## config.mk

```make
export PLATFORM = sky130hd
export DESIGN_NAME = audio_presence_detector
export DESIGN_NICKNAME = d
export VERILOG_FILES = /design/src/sv/apd_pkg.sv /design/src/sv/apd_window.sv /design/src/sv/apd_debounce.sv /design/src/sv/audio_presence_detector.sv
export SDC_FILE = /design/constraint.sdc
export NUM_CORES = 1
export LEC_CHECK = 0
export BUFFER_PORTS_ARGS = -buffer_cell sky130_fd_sc_hd__buf_2
export CELL_PAD_IN_SITES_DETAIL_PLACEMENT = 1
export CELL_PAD_IN_SITES_GLOBAL_PLACEMENT = 1
export CORE_MARGIN = 2
export CORE_UTILIZATION = 42
export DETAILED_ROUTE_END_ITERATION = 8
export HOLD_SLACK_MARGIN = 0.02
export PLACE_DENSITY_LB_ADDON = 0.1
export SETUP_SLACK_MARGIN = 0.15
export SKIP_LAST_GASP = 1
export SYNTH_ARGS = -nofsm -noshare
export SYNTH_HDL_FRONTEND = slang
export SYNTH_SLANG_ARGS = --single-unit
```

## constraint.sdc

```tcl
create_clock -name i_clk -period 7.8 [get_ports i_clk]
set_input_delay 1.17 -clock i_clk [delete_from_list [all_inputs] [get_ports i_clk]]
set_output_delay 1.17 -clock i_clk [all_outputs]
set_load 0.005 [all_outputs]
```

## src/sv/apd_pkg.sv

```systemverilog
// ----------------------------------------------------------------------------
// apd_pkg
// Shared types and constants for the audio presence detector.
// ----------------------------------------------------------------------------
package apd_pkg;

    // default sample width
    localparam int SAMPLE_BITS_DEF = 12;

    // configuration port widths
    localparam int CFG_INDEX_W = 3;
    localparam int CFG_DATA_W  = 16;

    // configuration register indexes
    localparam logic [CFG_INDEX_W-1:0] REG_QUIET_THR  = 3'd0;
    localparam logic [CFG_INDEX_W-1:0] REG_LOUD_THR   = 3'd1;
    localparam logic [CFG_INDEX_W-1:0] REG_CHANGE_TOL = 3'd2;
    localparam logic [CFG_INDEX_W-1:0] REG_OFF_DEB    = 3'd3;
    localparam logic [CFG_INDEX_W-1:0] REG_ON_DEB     = 3'd4;
    localparam logic [CFG_INDEX_W-1:0] REG_STUCK_DEB  = 3'd5;
    localparam logic [CFG_INDEX_W-1:0] REG_WINDOW_LEN = 3'd6;

    // register reset values
    localparam logic [11:0] RST_QUIET_THR  = 12'd10;
    localparam logic [11:0] RST_LOUD_THR   = 12'd20;
    localparam logic [11:0] RST_CHANGE_TOL = 12'd4;
    localparam logic [7:0]  RST_OFF_DEB    = 8'd10;
    localparam logic [7:0]  RST_ON_DEB     = 8'd3;
    localparam logic [7:0]  RST_STUCK_DEB  = 8'd5;
    localparam logic [15:0] RST_WINDOW_LEN = 16'd256;

    // window classes
    typedef enum logic [1:0] {
        CLS_LOUD_STUCK  = 2'd0,
        CLS_LOUD_MOVING = 2'd1,
        CLS_QUIET       = 2'd2,
        CLS_DEADBAND    = 2'd3
    } t_class;

    // configuration register set
    typedef struct packed {
        logic [11:0] quiet_thr;
        logic [11:0] loud_thr;
        logic [11:0] change_tol;
        logic [7:0]  off_deb;
        logic [7:0]  on_deb;
        logic [7:0]  stuck_deb;
        logic [15:0] window_len;
    } t_cfg;

    // verdict for one closed window
    typedef struct packed {
        logic   level;
        t_class cls;
    } t_verdict;

endpackage

```

## src/sv/apd_window.sv

```systemverilog
// ----------------------------------------------------------------------------
// apd_window
// Input register, running peak of both channels and window pair count.
// ----------------------------------------------------------------------------
module apd_window #(
    parameter int SAMPLE_BITS = apd_pkg::SAMPLE_BITS_DEF
) (
    input  logic                   i_clk,
    input  logic                   i_rst_n,
    input  logic                   i_in_valid,
    output logic                   o_in_stall,
    input  logic [SAMPLE_BITS-1:0] i_sample_a,
    input  logic [SAMPLE_BITS-1:0] i_sample_b,
    input  logic [15:0]            i_window_len,
    input  logic                   i_slot_free,
    output logic                   o_close_valid,
    output logic [SAMPLE_BITS-1:0] o_close_peak
);
    import apd_pkg::*;

    logic                   r_s1_valid;
    logic [SAMPLE_BITS-1:0] r_s1_a;
    logic [SAMPLE_BITS-1:0] r_s1_b;
    logic [SAMPLE_BITS-1:0] r_peak;
    logic [15:0]            r_count;

    logic [SAMPLE_BITS-1:0] s_max;
    logic [SAMPLE_BITS-1:0] n_peak;
    logic [16:0]            n_count;
    logic                   s_closes;
    logic                   s_fire;

    // peak and count for the held item
    always_comb begin
        s_max    = (r_s1_a > r_s1_b) ? r_s1_a : r_s1_b;
        n_peak   = (s_max > r_peak) ? s_max : r_peak;
        n_count  = {1'b0, r_count} + 17'd1;
        s_closes = n_count >= {1'b0, i_window_len};
        s_fire   = r_s1_valid && (!s_closes || i_slot_free);
    end

    assign o_in_stall    = r_s1_valid && !s_fire;
    assign o_close_valid = r_s1_valid && s_closes && i_slot_free;
    assign o_close_peak  = n_peak;

    // input register
    always_ff @(posedge i_clk) begin
        if (!i_rst_n) begin
            r_s1_valid <= 1'b0;
        end else if (!o_in_stall) begin
            r_s1_valid <= i_in_valid;
        end
    end

    always_ff @(posedge i_clk) begin
        if (i_in_valid && !o_in_stall) begin
            r_s1_a <= i_sample_a;
            r_s1_b <= i_sample_b;
        end
    end

    // peak hold and pair count
    always_ff @(posedge i_clk) begin
        if (!i_rst_n) begin
            r_peak  <= '0;
            r_count <= '0;
        end else if (s_fire) begin
            if (s_closes) begin
                r_peak  <= '0;
                r_count <= '0;
            end else begin
                r_peak  <= n_peak;
                r_count <= n_count[15:0];
            end
        end
    end

    a_stall_needs_item: assert property (@(posedge i_clk) disable iff (!i_rst_n)
        o_in_stall |-> r_s1_valid)
        else $error("stall raised with no held item");

    a_count_clears: assert property (@(posedge i_clk) disable iff (!i_rst_n)
        o_close_valid |=> (r_count == 16'd0 && r_peak == '0))
        else $error("window state not cleared after close");

endmodule

```

## src/sv/apd_debounce.sv

```systemverilog
// ----------------------------------------------------------------------------
// apd_debounce
// Window classification, debounce counters and presence level.
// ----------------------------------------------------------------------------
module apd_debounce #(
    parameter int SAMPLE_BITS = apd_pkg::SAMPLE_BITS_DEF
) (
    input  logic                   i_clk,
    input  logic                   i_rst_n,
    input  apd_pkg::t_cfg          i_cfg,
    input  logic                   i_close_valid,
    input  logic [SAMPLE_BITS-1:0] i_close_peak,
    output apd_pkg::t_verdict      o_verdict
);
    import apd_pkg::*;

    localparam int CMP_W = (SAMPLE_BITS > 12) ? SAMPLE_BITS : 12;

    logic [SAMPLE_BITS-1:0] r_prev_peak;
    logic [7:0]             r_stuck_cnt;
    logic [7:0]             r_off_cnt;
    logic [7:0]             r_on_cnt;
    logic                   r_level;

    logic [SAMPLE_BITS-1:0] n_prev_peak;
    logic [7:0]             n_stuck_cnt;
    logic [7:0]             n_off_cnt;
    logic [7:0]             n_on_cnt;
    logic                   n_level;

    logic [CMP_W-1:0] s_peak;
    logic [CMP_W-1:0] s_prev;
    logic [CMP_W-1:0] s_diff;
    logic             s_stuck;
    logic             s_loud;
    logic             s_quiet;
    logic [7:0]       s_stuck_dec;
    logic [7:0]       s_off_dec;
    logic [7:0]       s_on_dec;
    t_class           s_cls;

    // change magnitude and thresholds
    always_comb begin
        s_peak  = CMP_W'(i_close_peak);
        s_prev  = CMP_W'(r_prev_peak);
        s_diff  = (s_peak > s_prev) ? (s_peak - s_prev) : (s_prev - s_peak);
        s_stuck = s_diff < CMP_W'(i_cfg.change_tol);
        s_loud  = s_peak > CMP_W'(i_cfg.loud_thr);
        s_quiet = s_peak < CMP_W'(i_cfg.quiet_thr);
        s_stuck_dec = r_stuck_cnt - 8'd1;
        s_off_dec   = r_off_cnt - 8'd1;
        s_on_dec    = r_on_cnt - 8'd1;
    end

    // class and counter updates
    always_comb begin
        n_prev_peak = i_close_peak;
        n_stuck_cnt = r_stuck_cnt;
        n_off_cnt   = r_off_cnt;
        n_on_cnt    = r_on_cnt;
        n_level     = r_level;
        priority if (s_loud && s_stuck) begin
            s_cls     = CLS_LOUD_STUCK;
            n_off_cnt = i_cfg.off_deb;
            n_on_cnt  = i_cfg.on_deb;
            if (s_stuck_dec == 8'd0) begin
                n_level     = 1'b0;
                n_stuck_cnt = i_cfg.stuck_deb;
            end else begin
                n_stuck_cnt = s_stuck_dec;
            end
        end else if (s_loud) begin
            s_cls       = CLS_LOUD_MOVING;
            n_stuck_cnt = i_cfg.stuck_deb;
            n_off_cnt   = i_cfg.off_deb;
            if (s_on_dec == 8'd0) begin
                n_level  = 1'b1;
                n_on_cnt = i_cfg.on_deb;
            end else begin
                n_on_cnt = s_on_dec;
            end
        end else if (s_quiet) begin
            s_cls       = CLS_QUIET;
            n_stuck_cnt = i_cfg.stuck_deb;
            n_on_cnt    = i_cfg.on_deb;
            if (s_off_dec == 8'd0) begin
                n_level   = 1'b0;
                n_off_cnt = i_cfg.off_deb;
            end else begin
                n_off_cnt = s_off_dec;
            end
        end else begin
            s_cls       = CLS_DEADBAND;
            n_stuck_cnt = i_cfg.stuck_deb;
        end
    end

    assign o_verdict.level = n_level;
    assign o_verdict.cls   = s_cls;

    // detector state
    always_ff @(posedge i_clk) begin
        if (!i_rst_n) begin
            r_prev_peak <= '0;
            r_stuck_cnt <= RST_STUCK_DEB;
            r_off_cnt   <= RST_OFF_DEB;
            r_on_cnt    <= RST_ON_DEB;
            r_level     <= 1'b0;
        end else if (i_close_valid) begin
            r_prev_peak <= n_prev_peak;
            r_stuck_cnt <= n_stuck_cnt;
            r_off_cnt   <= n_off_cnt;
            r_on_cnt    <= n_on_cnt;
            r_level     <= n_level;
        end
    end

    a_level_rise: assert property (@(posedge i_clk) disable iff (!i_rst_n)
        $rose(r_level) |-> $past(i_close_valid && s_cls == CLS_LOUD_MOVING))
        else $error("level rose without a loud changing window");

endmodule

```

## src/sv/audio_presence_detector.sv

```systemverilog
// ----------------------------------------------------------------------------
// audio_presence_detector
// Peak-hold sound presence detector over two converter channels.
// ----------------------------------------------------------------------------
//  channel | signals                               | direction
//  --------+---------------------------------------+----------
//  in      | i_in_valid, o_in_stall, i_sample_a/b   | item in
//  out     | o_out_valid, i_out_stall, o_sound_present,
//          | o_window_peak, o_window_class          | item out
//  cfg     | i_cfg_valid, o_cfg_ready, i_cfg_index, i_cfg_data | write
//
//  one sample pair per cycle while o_in_stall is low; the pair that closes a
//  window passes the input register, then the result register, to the output
//  synchronous active-low reset; valid, state and configuration registers
//  return to their default values; the result register holds while stalled;
//  pairs that do not close a window keep flowing, a closing pair waits in the
//  input register for a free slot; the configuration port is always ready
// ----------------------------------------------------------------------------
module audio_presence_detector #(
    parameter int SAMPLE_BITS = apd_pkg::SAMPLE_BITS_DEF
) (
    input  logic                           i_clk,
    input  logic                           i_rst_n,
    input  logic                           i_in_valid,
    output logic                           o_in_stall,
    input  logic [SAMPLE_BITS-1:0]         i_sample_a,
    input  logic [SAMPLE_BITS-1:0]         i_sample_b,
    output logic                           o_out_valid,
    input  logic                           i_out_stall,
    output logic                           o_sound_present,
    output logic [SAMPLE_BITS-1:0]         o_window_peak,
    output logic [1:0]                     o_window_class,
    input  logic                           i_cfg_valid,
    output logic                           o_cfg_ready,
    input  logic [apd_pkg::CFG_INDEX_W-1:0] i_cfg_index,
    input  logic [apd_pkg::CFG_DATA_W-1:0]  i_cfg_data
);
    import apd_pkg::*;

    t_cfg                   r_cfg;
    logic                   r_out_valid;
    logic                   r_out_level;
    logic [SAMPLE_BITS-1:0] r_out_peak;
    t_class                 r_out_class;

    logic                   s_slot_free;
    logic                   s_close_valid;
    logic [SAMPLE_BITS-1:0] s_close_peak;
    t_verdict               s_verdict;

    // configuration registers
    assign o_cfg_ready = 1'b1;

    always_ff @(posedge i_clk) begin
        if (!i_rst_n) begin
            r_cfg.quiet_thr  <= RST_QUIET_THR;
            r_cfg.loud_thr   <= RST_LOUD_THR;
            r_cfg.change_tol <= RST_CHANGE_TOL;
            r_cfg.off_deb    <= RST_OFF_DEB;
            r_cfg.on_deb     <= RST_ON_DEB;
            r_cfg.stuck_deb  <= RST_STUCK_DEB;
            r_cfg.window_len <= RST_WINDOW_LEN;
        end else if (i_cfg_valid && o_cfg_ready) begin
            unique case (i_cfg_index)
                REG_QUIET_THR:  r_cfg.quiet_thr  <= i_cfg_data[11:0];
                REG_LOUD_THR:   r_cfg.loud_thr   <= i_cfg_data[11:0];
                REG_CHANGE_TOL: r_cfg.change_tol <= i_cfg_data[11:0];
                REG_OFF_DEB:    r_cfg.off_deb    <= i_cfg_data[7:0];
                REG_ON_DEB:     r_cfg.on_deb     <= i_cfg_data[7:0];
                REG_STUCK_DEB:  r_cfg.stuck_deb  <= i_cfg_data[7:0];
                REG_WINDOW_LEN: r_cfg.window_len <= i_cfg_data[15:0];
                default: begin
                end
            endcase
        end
    end

    assign s_slot_free = !r_out_valid || !i_out_stall;

    // peak hold window
    apd_window #(
        .SAMPLE_BITS (SAMPLE_BITS)
    ) u_window (
        .i_clk         (i_clk),
        .i_rst_n       (i_rst_n),
        .i_in_valid    (i_in_valid),
        .o_in_stall    (o_in_stall),
        .i_sample_a    (i_sample_a),
        .i_sample_b    (i_sample_b),
        .i_window_len  (r_cfg.window_len),
        .i_slot_free   (s_slot_free),
        .o_close_valid (s_close_valid),
        .o_close_peak  (s_close_peak)
    );

    // classification and debounce
    apd_debounce #(
        .SAMPLE_BITS (SAMPLE_BITS)
    ) u_debounce (
        .i_clk         (i_clk),
        .i_rst_n       (i_rst_n),
        .i_cfg         (r_cfg),
        .i_close_valid (s_close_valid),
        .i_close_peak  (s_close_peak),
        .o_verdict     (s_verdict)
    );

    // result register
    always_ff @(posedge i_clk) begin
        if (!i_rst_n) begin
            r_out_valid <= 1'b0;
        end else if (s_close_valid) begin
            r_out_valid <= 1'b1;
        end else if (!i_out_stall) begin
            r_out_valid <= 1'b0;
        end
    end

    always_ff @(posedge i_clk) begin
        if (s_close_valid) begin
            r_out_level <= s_verdict.level;
            r_out_peak  <= s_close_peak;
            r_out_class <= s_verdict.cls;
        end
    end

    assign o_out_valid     = r_out_valid;
    assign o_sound_present = r_out_level;
    assign o_window_peak   = r_out_peak;
    assign o_window_class  = r_out_class;

    a_no_overwrite: assert property (@(posedge i_clk) disable iff (!i_rst_n)
        (r_out_valid && i_out_stall) |-> !s_close_valid)
        else $error("closed window would overwrite a pending item");

    a_close_shows: assert property (@(posedge i_clk) disable iff (!i_rst_n)
        s_close_valid |=> r_out_valid)
        else $error("closed window not presented");

endmodule

```

==> results.cfg <==
[clocking]
clk_pin_slew_ps = 80
cts_tree = built
cts_max_level = 4
clkSinkCount = 182
cts_max_path_buffers = 2
clockRootBuffer = clkbuf_16
clk_latency_ps = 450
cts_buffers = 17
hold_buffers = 0

[finish]
syn_to_final_growth_pct = 20.84
final_cell_area_um2 = 13090
fillCellCount = 3069
final-seq-area_um2 = 4034
drive_gt1_share_pct = 19.27
fin_nets = 1593
multi_input_area_um2 = 6489
fin_util_pct = 51.82
num_antenna_cells = 0

[yosys]
async_flop_share_pct = 0
synth-edff-count = 39
syn_area_per_cell_um2 = 8.224
synth_xor_area_share_pct = 2.911
ys_ff_latch = 182
synthMostInstantiatedCell = nand2_1
synth_area_um2 = 10830
syn_nets = 1470
synthFlopType = dfxtp_1
yosysSeqAreaShare_pct = 37.25
synthAdderAreaFrac_pct = 12.36
ys_types = 74
ys_warn_count = 0
synthCells = 1317
synth_top_family_by_area = compound AO/OA/AOI/OAI gates
synth_top_cell_by_area = dfxtp_1
synth_common_cells = 225 x nand2_1, 143 x dfxtp_1, 142 x a21oi_1
synth-compound-area-share_pct = 20.63
yosys.area_share.simple_pct = 18.41
synth_top_area_share_pct = 26.43
synth.area.top_cells = dfxtp_1 26%, ha_1 12%, edfxtp_1 11%
yosys-mux-area-fraction_pct = 1.710

[critical_path]
crit_path_start_kind = flip-flop
arrival_ps = 8100
cpMaxStageDelayCell = or4_4
crit_type = flip-flop to flip-flop
slowest_delay_ps = 630
cp_top_family = compound AO/OA/AOI/OAI gates
end_kind = flip-flop
critPathMaxFanout = 8
cp.required_ps = 8150
crit_buf_inv = 7

[die]
die_area_um2 = 27090
core_area_um2 = 25250
row_count = 58
io_pins = 66
fp.dieH_um = 164.6
die_w_um = 164.6
initial_core_util_pct = 42.89

[global_routing]
grt_first_pass_wirelength_mm = 53.29
grt_pass1_vias = 10063
grt.overflow.total = 0
grt_usage_pct = 25.33
grt_antenna_before_repair = 0
grt_max_degree = 85

[timing]
slew_headroom_pct = 19.14
post-route-period-util_pct = 99.34
finalMaxSlewViolations = 0
skew_ps = 17.66
finalHoldViolCount = 0
fmaxAchievable_mhz = 129.1
tightest_slew_ps = 1207
period_needed_ps = 7749
setup_ws_ps = 51.30
setup_violations = 0
rsz0062_at_grt = yes
finalSetupTns_ps = 0

[routing]
drtIter0Drc = 487
ant_nets = 0
avgRoutedWirePerCell_um = 19.65
wl_mm = 35.04
drc = 0
first_pass_iters = 5
via_per_inst = 5.575
vias = 9940

[place]
hpwl_mm = 24.00
finalWeightedCongestion = 0.8784
portBuffers = 64
place_ws_ps = -458.0
place_area_um2 = 11820

[power]
leakagePower_nw = 5.308
power_density_nw_per_um2 = 243.5
peakVddDrop_mv = 0.1253

[run_status]
outcome = finished, final reports clean

[flow_run]
cap_violations = 0

[hold_path]
hold_path.class = flip-flop to flip-flop
## sequential cells by signal, indices dropped and copies added (netlist names), 12 cells and up
signal	cells
u_window.r_peak	12
o_window_peak	12
r_cfg	76
u_window.r_s1_a	12
u_window.r_s1_b	12
u_debounce.r_prev_peak	12
u_window.r_count	16
## metal layers
metal	share of wire, %	routed length, um	vias up	track usage (%)
met4	1.8	639	0	7.589
met1	45	15770	4917	32.11
met2	51	17740	154	45.19
met3	2.5	890	37	2.838
met5	0	0	-	0
li1	-	-	4832	-
## repair_timing
action	in CTS	in global routing
setup buffers	3	27
setup endpoints to repair	19	19
resized for setup	17	82
cloned	0	2
pin swaps	4	38
## cell families (layout without fill, tap and decap cells)
logic type | Yosys count | after routing
compound gates | 349 | 349
fa+ha+maj | 106 | 106
flops | 182 | 182
other cells | 1 | 1
simple gates | 441 | 441
mux | 18 | 18
buf+inv | 184 | 320
xor+xnor | 36 | 36
## cells in the final DEF (no fill, tap or decap), types with 16 or more instances in the layout
master / synthesis / routed
a21o_1: 21 / 20
a21oi_1: 142 / 128
a22oi_1: 28 / 28
buf_2: 15 / 64
buf_4: 2 / 86
clkbuf_16: 0 / 19
dfxtp_1: 143 / 143
edfxtp_1: 39 / 39
ha_1: 103 / 94
inv_1: 126 / 122
nand2_1: 225 / 223
nand3_1: 26 / 25
nor2_1: 73 / 67
nor3_1: 23 / 20
o211ai_1: 20 / 20
o21ai_0: 54 / 43
xnor2_1: 17 / 16
xor2_1: 19 / 19
## area by class of cell
class                   count  area share (%)
clock buffers              19           3.308
clock inverters            13          0.9178
inverters                 128           3.700
multi-input cells         951           49.58
flip-flops and latches    182           30.82
well taps                 330           3.155
repair buffers            160           8.518
## worst min-delay path: stages, from the launching register on
cell and delay, ps:
dfxtp_1 310, nand2_1 50, a21oi_1 50
## final timing paths
path                                      start                                endpoint  slack (ps)  depth (start not counted)
setup / recovery  u_window.r_s1_a[10]$_DFFE_PP_  u_debounce.r_stuck_cnt[1]$_SDFFE_PN0P_          50                         39
hold / removal           r_cfg[40]$_SDFFE_PN0P_                  r_cfg[40]$_SDFFE_PN0P_         450                          2
setup reg to reg  u_window.r_s1_a[10]$_DFFE_PP_  u_debounce.r_stuck_cnt[1]$_SDFFE_PN0P_          50                         39
hold reg to reg          r_cfg[40]$_SDFFE_PN0P_                  r_cfg[40]$_SDFFE_PN0P_         450                          2
## metrics by stage
stage	hold WS, ps	total power [W]	instances
2_1_floorplan	433.6	0.001698	1317
3_3_place_gp	443.0	0.002035	1719
3_5_place_dp	444.6	0.002062	1719
4_1_cts	455.0	0.002971	1754
5_1_grt	469.9	0.003360	1783
6_report	454.8	0.003187	1783
## power by group
part	leakage (nW)	internal (W)	switching, W	total [W]
sequential	1.53	0.000991	0.0000170	0.00101
combinational	3.52	0.000590	0.000742	0.00133
clock	0.258	0.000443	0.000403	0.000846
No activity file was read; power rests on OpenSTA's default activity.
